### src/hdl/slist_pkg.sv
// Shared types, field widths and codes for the sequential list engine.
package slist_pkg;

  localparam int CAPACITY_DEF = 128;

  localparam int OP_W   = 3;
  localparam int POS_W  = 8;
  localparam int VAL_W  = 32;
  localparam int STAT_W = 2;
  localparam int IDX_W  = 7;
  localparam int CNT_W  = 8;

  typedef enum logic [OP_W-1:0] {
    OP_GET    = 3'd0,
    OP_LOCATE = 3'd1,
    OP_INSERT = 3'd2,
    OP_DELETE = 3'd3,
    OP_CLEAR  = 3'd4,
    OP_APPEND = 3'd5
  } op_t;

  typedef enum logic [STAT_W-1:0] {
    ST_OK         = 2'd0,
    ST_BAD_POS    = 2'd1,
    ST_FULL       = 2'd2,
    ST_MATCH_FAIL = 2'd3
  } status_t;

  // Commands from the controller to the datapath.
  typedef struct packed {
    logic    load;
    logic    walk_init;
    logic    walk_step;
    logic    get_capture;
    logic    set_status;
    status_t status_code;
    logic    put;
    logic    count_dec;
    logic    count_clr;
    logic    result_load;
  } dp_cmd_t;

  // Status from the datapath to the controller.
  typedef struct packed {
    op_t  op;
    logic get_ok;
    logic ins_ok;
    logic full;
    logic hit;
    logic walk_done;
    logic out_free;
  } dp_stat_t;

endpackage

### src/hdl/slist_ctrl.sv
// Controller: sequences decode, RAM walk, final write and result hand-off.
module slist_ctrl (
  input  logic                clk,
  input  logic                rst,
  input  logic                in_valid,
  output logic                in_ready,
  input  slist_pkg::dp_stat_t stat,
  output slist_pkg::dp_cmd_t  cmd
);
  import slist_pkg::*;

  typedef enum logic [5:0] {
    S_IDLE    = 6'b000001,
    S_DECODE  = 6'b000010,
    S_GET_CAP = 6'b000100,
    S_WALK    = 6'b001000,
    S_PUT     = 6'b010000,
    S_DONE    = 6'b100000
  } state_t;

  state_t state;
  state_t state_next;

  always_ff @(posedge clk) begin
    if (rst) begin
      state <= S_IDLE;
    end else begin
      state <= state_next;
    end
  end

  always_comb begin
    cmd        = '0;
    in_ready   = 1'b0;
    state_next = state;
    case (state)
      S_IDLE: begin
        in_ready = 1'b1;
        if (in_valid) begin
          cmd.load   = 1'b1;
          state_next = S_DECODE;
        end
      end
      S_DECODE: begin
        state_next = S_DONE;
        case (stat.op)
          OP_GET: begin
            if (stat.get_ok) begin
              state_next = S_GET_CAP;
            end else begin
              cmd.set_status  = 1'b1;
              cmd.status_code = ST_BAD_POS;
            end
          end
          OP_LOCATE, OP_APPEND: begin
            cmd.walk_init = 1'b1;
            state_next    = S_WALK;
          end
          OP_INSERT: begin
            if (!stat.ins_ok) begin
              cmd.set_status  = 1'b1;
              cmd.status_code = ST_BAD_POS;
            end else if (stat.full) begin
              cmd.set_status  = 1'b1;
              cmd.status_code = ST_FULL;
            end else begin
              cmd.walk_init = 1'b1;
              state_next    = S_WALK;
            end
          end
          OP_DELETE: begin
            if (!stat.get_ok) begin
              cmd.set_status  = 1'b1;
              cmd.status_code = ST_BAD_POS;
            end else begin
              cmd.walk_init = 1'b1;
              state_next    = S_WALK;
            end
          end
          OP_CLEAR: begin
            cmd.count_clr = 1'b1;
          end
          default: begin
            state_next = S_DONE;
          end
        endcase
      end
      S_GET_CAP: begin
        cmd.get_capture = 1'b1;
        state_next      = S_DONE;
      end
      S_WALK: begin
        cmd.walk_step = 1'b1;
        if (stat.walk_done) begin
          state_next = S_DONE;
          case (stat.op)
            OP_LOCATE: begin
              if (!stat.hit) begin
                cmd.set_status  = 1'b1;
                cmd.status_code = ST_MATCH_FAIL;
              end
            end
            OP_APPEND: begin
              if (stat.hit) begin
                cmd.set_status  = 1'b1;
                cmd.status_code = ST_MATCH_FAIL;
              end else if (stat.full) begin
                cmd.set_status  = 1'b1;
                cmd.status_code = ST_FULL;
              end else begin
                state_next = S_PUT;
              end
            end
            OP_INSERT: begin
              state_next = S_PUT;
            end
            OP_DELETE: begin
              cmd.count_dec = 1'b1;
            end
            default: begin
              state_next = S_DONE;
            end
          endcase
        end
      end
      S_PUT: begin
        cmd.put    = 1'b1;
        state_next = S_DONE;
      end
      S_DONE: begin
        if (stat.out_free) begin
          cmd.result_load = 1'b1;
          state_next      = S_IDLE;
        end
      end
      default: begin
        state_next = S_IDLE;
      end
    endcase
  end
endmodule
### config.mk
export PLATFORM = sky130hd
export DESIGN_NAME = slist_ctrl
export DESIGN_NICKNAME = d
export VERILOG_FILES = /design/src/hdl/slist_pkg.sv /design/src/hdl/slist_ctrl.sv
export SDC_FILE = /design/constraint.sdc
export NUM_CORES = 1
export LEC_CHECK = 0
export BUFFER_PORTS_ARGS = -buffer_cell sky130_fd_sc_hd__clkbuf_2
export CAP_MARGIN = 20
export CORE_AREA = 2 2 39 41
export CTS_CLUSTER_DIAMETER = 120
export CTS_CLUSTER_SIZE = 12
export DETAILED_ROUTE_END_ITERATION = 6
export DIE_AREA = 0 0 41 43
export MAX_ROUTING_LAYER = met4
export PLACE_DENSITY_LB_ADDON = 0.25
export SYNTH_ARGS = -nofsm -noshare
export SYNTH_HDL_FRONTEND = slang
export SYNTH_SLANG_ARGS = --single-unit
export TNS_END_PERCENT = 10
### constraint.sdc
create_clock -name clk -period 2.85 [get_ports clk]
set_input_delay 0.1425 -clock clk [delete_from_list [all_inputs] [get_ports clk]]
set_output_delay 0.1425 -clock clk [all_outputs]
set_load 0.005 [all_outputs]
---- Word-level counts from Yosys, hierarchy flattened ----
Index checks and enable logic that the tools add are counted.
storage, ports and cells
  register bits ........................... 6
  logic and storage cells ................. 59
operators by class
  equal/unequal tests ..................... 14
  multiplexer cells ....................... 39
  reductions and logical operators ........ 5
operators with widths
  operator                                              number
  two-way mux 6 bit                                     9
  case mux 6 bit (5 select lines)                       1
  case mux 6 bit (4 select lines)                       1
  two-way mux 3 bit                                     6
  case mux 3 bit (2 select lines)                       3
  two-way mux 1 bit                                     17
  case mux 6 bit (2 select lines)                       1
  equality test 3 x 2 -> 1 bit (second input constant)  2
  equality test 3 bit (second input constant)           2
  equality test 6 x 1 -> 1 bit (second input constant)  1
  equality test 6 x 2 -> 1 bit (second input constant)  1
  equality test 6 x 3 -> 1 bit (second input constant)  1
  equality test 6 x 4 -> 1 bit (second input constant)  1
  equality test 6 x 5 -> 1 bit (second input constant)  1
  equality test 6 bit (second input constant)           1
  != test 2 bit (second input constant)                 3
  OR reduction 2 bit                                    3
  equality test 3 x 1 -> 1 bit (second input constant)  1
  logical NOT 3 bit                                     1
  case mux 1 bit (3 select lines)                       1
  AND reduction 3 bit                                   1

---- Depth between registers and ports, before layout ----
Gate-level depths: netlist of run 1.
  depth in word-level cells ............... 5
  depth in mapped cells ................... 6
  mapped depth without buffers ............ 5

---- Least setup slack after synthesis of run 1 ----
Ideal clock, no wire load.
  path kind ............................... register -> output
  from .................................... register state[5]
  to ...................................... output cmd[4] (netlist bit)
  arrival ................................. 1842 ps
  required time ........................... 2707 ps
  slack ................................... 866 ps
  cell stages (with the launch flop) ...... 6
  buffers on the path ..................... 0
  cell sequence ........................... dfxtp_1 -> or4_4 -> or4b_4 -> nor3_4 -> nor2_1 -> o21ai_1
RTL lines
  what                    RTL line          RTL
  start, declared         slist_ctrl.sv:21  state_t state;
  start signal, assigned  slist_ctrl.sv:28  state <= state_next;
  end, declared           slist_ctrl.sv:8   output slist_pkg::dp_cmd_t cmd

==> results.toml, run 1 <==
[cells_and_area]
drive_gt1_frac = 0.294
area_growth_pct = 22.8
fin_util = 0.556
nNetsFinal = 123
antennaDiodeCount = 0
top_regs = "state: 6 flops"
largest-register = "state"
largest_reg_flops = 6

[logic_synthesis]
synth_edf_count = 0
synth-seq-area-share = 0.192
yosysTopAreaCell = "dfxtp_1"
netlist_top_cells_area = "dfxtp_1 19%, nand2b_1 8.0%, nor2_1 6.6%"
netlist_area_sq_um = 627
syn-num-nets = 99
synthArstFlopShare = 0
netlist_instances = 87
yosys-top-cells-count = "11 x nor2_1, 8 x nand2b_1, 6 x dfxtp_1"
ys_types = 34
yosys.area.top_type_share = 0.192
synthFlopType = "dfxtp_1"
yosysMostFrequentCell = "nor2_1"
ys_ff_latch = 6
synth.avg_cell_area_sq_um = 7.21
yosys_warnings = 0

[die]
dieArea_sq_mm = 0.00176
rows = 14
die_y_um = 43
io_pins = 24
dieWidth_um = 41
start_util = 0.453
coreArea_sq_mm = 0.00138

[timing]
period_needed_ps = 2420
skew_ps = 2.89
fin_crit_sh = 0.848
relSlewSlack = 0.759
setup_viol = 0
drv_slew = 0
fmax_mhz = 414
worst_pin_slew_ps = 359
rsz0062_at_grt = "no"
fin_tns_setup_ps = 0
finalHoldViolCount = 0

[critical_path]
r2r_end = "state[5]"
cp_data_required_time_ps = 2710
cp-start-kind = "flop"
worst_ep_arrival_time_ps = 2270
reg2regPathDepth = 5
r2r_start = "state[2]"
endpoint_kind = "output port"
r2r_setup_slack_ps = 1000
path_max_fanout = 6
worst-setup-path-type = "flop to output port"

[clocking]
cts.htree.levels = 1
ctsHoldBuffers = 0
postCtsResizedCells = 0
cts.clk_slew.worst_paths_ps = 40
cts_tree = "yes"
clkLatencyLatePin_ps = 240
cts_setup_buffers = 0
clk_path_buf_depth = 2
cts-root-buf = "clkbuf_4"
cts_buffers = 3
cts_num_sinks = 6

[grt]
antenna_found_initial = 0
grt.overflow.total = 0
grt_pass1_wl_mm = 2.53
grt_pass1_vias = 639
grt_max_degree = 11
grt.total_usage = 0.208

[route]
drtAntennaViolNets = 0
drc = 0
drt_iter0_drc = 9
routed_via_density = 5.42
first_pass_iters = 4
wire_per_inst_um = 11.5
vias = 677
wirelength_mm = 1.44

[place]
dpl.hpwl_mm = 1.19
numPortBuffers = 23
gp_congestion = 0.766

[pwr]
leakage_nw = 0.337
power.total_uw = 237
p_per_area_mw_per_mm2 = 309
vdd_drop_max_mv = 0.143

[worst_hold_path]
hold_start = "rst"
min_to = "state[2]"
whs_path_depth = 2
hp-class = "input port to flop"

[job]
cap_violations = 0

[status]
outcome = "finished clean"
==> area by class of cell <==
| cell class | instances | area [sq um] |
|---|---|---|
| clock buffer | 3 | 22.5 |
| fill | 141 | 614 |
| inverter | 5 | 18.8 |
| multi-input combinational | 72 | 473 |
| sequential | 6 | 120 |
| tap | 16 | 20.0 |
| timing repair buffer | 23 | 115 |
==> critical path, stage by stage (launching register included) <==
cell,delay [ps]
dfxtp_1,340
or4_4,560
or4b_4,540
nor3_4,280
o21ai_0,120
o21ai_1,80
clkbuf_2,120
==> power by group <==
part / leakage, nW / total (mW) / internal [mW] / switching [mW]
clock: 0.0138 / 0.0752 / 0.0474 / 0.0277
combinational: 0.274 / 0.0692 / 0.0325 / 0.0367
sequential: 0.0488 / 0.0931 / 0.0878 / 0.00535
==> routing by layer <==
metal,global-route usage,vias to the layer above,routed length [um]
met1,0.227,302,600
met2,0.375,14,786
met4,0.0600,0,0
met3,0.0157,0,49
li1,-,361,-
met5,-,-,0
==> cell families after synthesis <==
logic type	after synthesis	synth area share
AND/OR/NAND/NOR	47	0.477
AO/OA/AOI/OAI	22	0.234
buffers and inverters	9	0.0539
flip-flops	6	0.192
XOR/XNOR	2	0.0279
multiplexers	1	0.0160
==> worst max-delay path by stage <==
stage | start | to | slack [ps] | cells after the start
finish | state[5] | cmd[6] | 430 | 6
global route | state[5] | cmd[6] | 270 | 6
CTS | state[5] | cmd[6] | 430 | 6
detailed placement | state[5] | cmd[6] | 700 | 6
global placement | state[5] | cmd[6] | 710 | 6
floorplan | state[5] | cmd[4] | 870 | 5
==> metrics by stage <==
stage	instances	area (sq um)	setup WS [ps]	hold WS, ps
4_1_cts	125	769	427	162
3_3_place_gp	122	747	710	412
2_1_floorplan	87	627	866	219
3_5_place_dp	122	747	695	414
5_1_grt	125	769	271	175
6_report	125	769	433	158
==> cell usage in the layout (no fill, tap or decap), types with 2 or more instances in the layout <==
cell,netlist,routed
xnor2_1,2,2
clkbuf_4,0,3
a31oi_1,4,4
o21ai_1,2,2
inv_1,5,5
nand2_1,4,4
nand2b_1,8,8
nor3_1,5,5
nor2b_1,2,2
dfxtp_1,6,6
a21oi_1,5,5
o22ai_1,2,2
nor2_1,11,11
and2_1,3,3
nor3b_1,4,4
a21o_1,2,2
clkbuf_2,0,23
Note: power is estimated with default switching activity, not from simulation.
==> run 2: changes to the inputs <==
Settings changed: CORE_AREA 2 2 39 41 to 2 2 40 42, DIE_AREA 0 0 41 43 to 0 0 42 44.
Clock period 2.85 ns to 2.4 ns, I/O delays scaled along.
==> run 2 against run 1 <==
  * Die area rose by 4.8%
  * Via count rose by 4.6%
  * Clock skew increased by 2.5 ps
  * First-iteration DRC count grew 11%
  * Power increased by 19%
  * Worst setup slack worse by 350 ps
  * Combinational power up 18%
==> results.toml, run 2 (synthesized netlist as in run 1, its figures left out) <==
[place]
dpl_cell_area_sq_um = 747
numPortBuffers = 23
gp_congestion = 0.851
dpl.hpwl_mm = 1.17
pre_cts_ws_ps = 225

[timing]
finalHoldViolCount = 0
fmax_mhz = 432
setup_viol = 0
drv_slew = 0
worst_pin_slew_ps = 398
period_needed_ps = 2310
relSlewSlack = 0.733
setup_ws_ps = 86.4
rsz0062_at_grt = "yes"
fin_crit_sh = 0.964
skew_ps = 5.43

[cells_and_area]
nNetsFinal = 123
fin_area_sq_um = 772
final_cell_mix = "22 x clkbuf_2, 11 x nor2_1, 8 x nand2b_1"
antennaDiodeCount = 0
area_growth_pct = 23.2
largest_reg_flops = 6
nFillCells = 151
drive_gt1_frac = 0.312
layout_commonest_cell = "clkbuf_2"
top_regs = "state: 6 flops"
largest-register = "state"

[critical_path]
cp-endpoint = "cmd[6]"
r2r_start = "state[2]"
slowest_stage = "or4_4"
cp-start-kind = "flop"
path_cells = "or4_4, or4b_4, nor3_4, a31oi_1, o21ai_1, clkbuf_2"
endpoint_kind = "output port"
worst_ep_arrival_time_ps = 2190
r2r_setup_slack_ps = 480
r2r_end = "state[5]"
reg2regPathDepth = 5
cp_data_required_time_ps = 2280
cp-startpoint = "state[5]"
worst-setup-path-type = "flop to output port"
max_stage_delay_ps = 550
path_max_fanout = 6

[job]
cap_violations = 0

[grt]
grt_max_degree = 11
grt_pass1_wl_mm = 2.43
antenna_found_initial = 0
grt.total_usage = 0.174
grt.overflow.total = 0
grt_pass1_vias = 591

[clocking]
clk_path_buf_depth = 2
cts.htree.levels = 1
cts_num_sinks = 6
clkLatencyLatePin_ps = 240
cts.clk_slew.worst_paths_ps = 50
cts-root-buf = "clkbuf_4"
cts_tree = "yes"
cts_setup_buffers = 0
cts_buffers = 3

[route]
wire_per_inst_um = 11.7
routed_via_density = 5.66
vias = 708
drc = 0
drt_iter0_drc = 10
drtAntennaViolNets = 0
first_pass_iters = 4
wirelength_mm = 1.46

[die]
io_pins = 24
coreArea_sq_mm = 0.00142
start_util = 0.442
dieWidth_um = 42
die_y_um = 44
dieArea_sq_mm = 0.00185
rows = 14

[pwr]
p_per_area_mw_per_mm2 = 367
vdd_drop_max_mv = 0.218
leakage_nw = 0.336

[worst_hold_path]
hp-class = "input port to flop"

[status]
outcome = "finished clean"
run 2: cell count changes in the layout (fill, tap and decap cells not counted), sizes merged:
cell,previous run,this run
clkbuf,26,25
buf,0,1
run 2: cell type report:
| cell class | instances | area [sq um] | area share |
|---|---|---|---|
| flip-flops and latches | 6 | 123 | 0.159 |
| multi-input cells | 72 | 473 | 0.613 |
| repair buffers | 23 | 115 | 0.149 |
| clock buffers | 3 | 22.5 | 0.0292 |
| inverters | 5 | 18.8 | 0.0243 |
| well taps | 16 | 20.0 | 0.0259 |
run 2: how the worst min path moves through the flow:
stage | startpoint | endpoint | slack [ps] | cells past startpoint
floorplan | rst | state[2] | 200 | 1
global placement | rst | state[2] | 390 | 2
detailed placement | rst | state[2] | 390 | 2
CTS | rst | state[2] | 140 | 2
global route | rst | state[2] | 140 | 2
finish | rst | state[2] | 140 | 2
run 2: where the power goes:
group / leakage [nW] / internal [mW] / switching (mW) / total [mW]
clock network: 0.0138 / 0.0564 / 0.0336 / 0.0899
logic: 0.273 / 0.0387 / 0.0433 / 0.0820
registers: 0.0489 / 0.105 / 0.00657 / 0.111
run 2: what timing repair did:
item | 4_1_cts | 5_1_grt
endpoints found under the setup margin | 2 | 3
pin swaps | 1 | 1
hold buffers | 0 | 0
gates resized for setup | 0 | 4
run 2: critical path, delay by kind of cell (launching register included):
kind,cells,cell delay [ps]
AO/OA/AOI/OAI,2,200
buffers and inverters,1,120
flip-flops,1,340
AND/OR/NAND/NOR,3,1300
run 2: per-stage QoR:
stage	cells	power, mW	hold slack, ps	util	setup TNS [ps]
finish	125	0.283	138	0.544	0
global placement	122	0.193	393	0.526	0
global route	125	0.304	145	0.544	-85.9
floorplan	87	0.165	196	-	0
CTS	125	0.286	140	0.542	0
detailed placement	122	0.194	394	0.526	0
run 2: metal layers:
metal | GRT usage | up-vias | part of all wire | wire length [um]
met5 | - | - | 0 | 0
met4 | 0.0452 | 0 | 0 | 0
met3 | 0.0375 | 0 | 0.041 | 60
met2 | 0.306 | 20 | 0.51 | 739
met1 | 0.201 | 329 | 0.45 | 658
li1 | - | 359 | - | -
==> run 3: changes to the inputs <==
Settings changed: SETUP_SLACK_MARGIN set to 0.3.
==> run 3 against run 2 <==
  * Register-to-register slack barely moved
  * Highest routed layer unchanged
  * Critical endpoint unchanged
  * Critical path type unchanged
  * Worst hold slack barely moved
  * Sequential share of layout area did not move
  * Sequential cell count did not move
==> results.toml, run 3 (synthesized netlist as in run 1, its figures left out) <==
[timing]
skew_ps = 5.43
setup_ws_ps = 86.4
drv_slew = 0
relSlewSlack = 0.733
period_needed_ps = 2310
rsz0062_at_grt = "yes"
fin_crit_sh = 0.964
finalHoldViolCount = 0
worst_pin_slew_ps = 398
fmax_mhz = 432
setup_viol = 0
fin_tns_setup_ps = 0

[cells_and_area]
drive_gt1_frac = 0.312
largest-register = "state"
nNetsFinal = 123
antennaDiodeCount = 0
largest_reg_flops = 6
regArea_sq_um = 123
area_growth_pct = 23.2
nFillCells = 151
multiInputGateArea_sq_um = 473
final_cell_mix = "22 x clkbuf_2, 11 x nor2_1, 8 x nand2b_1"
layout_commonest_cell = "clkbuf_2"
top_regs = "state: 6 flops"

[status]
outcome = "finished clean"

[clocking]
clkLatencyLatePin_ps = 240
cts_setup_buffers = 0
cts_num_sinks = 6
cts.clk_slew.worst_paths_ps = 50
cts_tree = "yes"
ctsHoldBuffers = 0
clk_path_buf_depth = 2
cts_buffers = 3
cts-root-buf = "clkbuf_4"
cts.htree.levels = 1

[critical_path]
reg2regPathDepth = 5
r2r_setup_slack_ps = 480
cp-start-kind = "flop"
cp-endpoint = "cmd[6]"
path_max_fanout = 6
r2r_end = "state[5]"
cp-startpoint = "state[5]"
worst-setup-path-type = "flop to output port"
worst_ep_arrival_time_ps = 2190
cp_data_required_time_ps = 2280
endpoint_kind = "output port"
r2r_start = "state[2]"

[grt]
antenna_found_initial = 0
grt.total_usage = 0.173
grt_max_degree = 11
grt_pass1_vias = 590
grt.overflow.total = 0
grt_pass1_wl_mm = 2.42

[place]
dpl.hpwl_mm = 1.17
pre_cts_ws_ps = 225
gp_congestion = 0.851
numPortBuffers = 23

[route]
dr_wl_met2_um = 740
drc = 0
vias = 708
m1WireLength_um = 659
drtAntennaViolNets = 0
first_pass_iters = 4
wirelength_mm = 1.46
drt_iter0_drc = 10
route.met3.wl_um = 60
routed_via_density = 5.66
top_layer = "met3"
wire_per_inst_um = 11.7

[die]
start_util = 0.442
dieArea_sq_mm = 0.00185
die_y_um = 44
io_pins = 24
coreArea_sq_mm = 0.00142
dieWidth_um = 42
rows = 14

[worst_hold_path]
hp-class = "input port to flop"

[pwr]
p_per_area_mw_per_mm2 = 367
vdd_drop_max_mv = 0.218
leakage_nw = 0.336

[job]
cap_violations = 0
run 3: critical path, stage by stage (launching register included):
cell	delay (ps)
dfxtp_2	340
or4_4	550
or4b_4	530
nor3_4	220
a31oi_1	70
o21ai_1	130
clkbuf_2	120
run 3: metrics by stage:
step | total power [mW] | hold slack, ps | cells | cell area, sq um | util
5_1_grt | 0.304 | 145 | 125 | 772 | 0.544
4_1_cts | 0.286 | 140 | 125 | 772 | 0.544
3_5_place_dp | 0.194 | 394 | 122 | 747 | 0.526
2_1_floorplan | 0.165 | 196 | 87 | 627 | -
3_3_place_gp | 0.193 | 393 | 122 | 747 | 0.526
6_report | 0.283 | 138 | 125 | 772 | 0.544
run 3: cell type report:
cell class / instances / share of cell area
Multi-Input combinational cell: 72 / 0.613
Clock buffer: 3 / 0.0292
Tap cell: 16 / 0.0259
Sequential cell: 6 / 0.159
Timing Repair Buffer: 23 / 0.149
Inverter: 5 / 0.0243
run 3: worst min-delay path by stage:
stage               startpoint  endpoint  depth (start not counted)
finish                     rst  state[2]                          2
global route               rst  state[2]                          2
CTS                        rst  state[2]                          2
detailed placement         rst  state[2]                          2
global placement           rst  state[2]                          2
floorplan                  rst  state[2]                          1
run 3: what timing repair did:
action | CTS | global route
endpoints found under the setup margin | 3 | 3
gates resized for setup | 3 | 1
pin swaps | 1 | 1
endpoints found under the hold margin | 0 | 0
run 3: where the power goes:
group	switching (mW)	total, mW	internal [mW]
Sequential	0.00657	0.111	0.105
Clock	0.0336	0.0899	0.0564
Combinational	0.0433	0.0820	0.0387
Total	0.0835	0.283	0.200
run 3: routing by layer:
metal,track usage,vias to the layer above
met5,-,-
met4,0.0452,0
met3,0.0375,0
met2,0.309,20
met1,0.196,329
li1,-,359
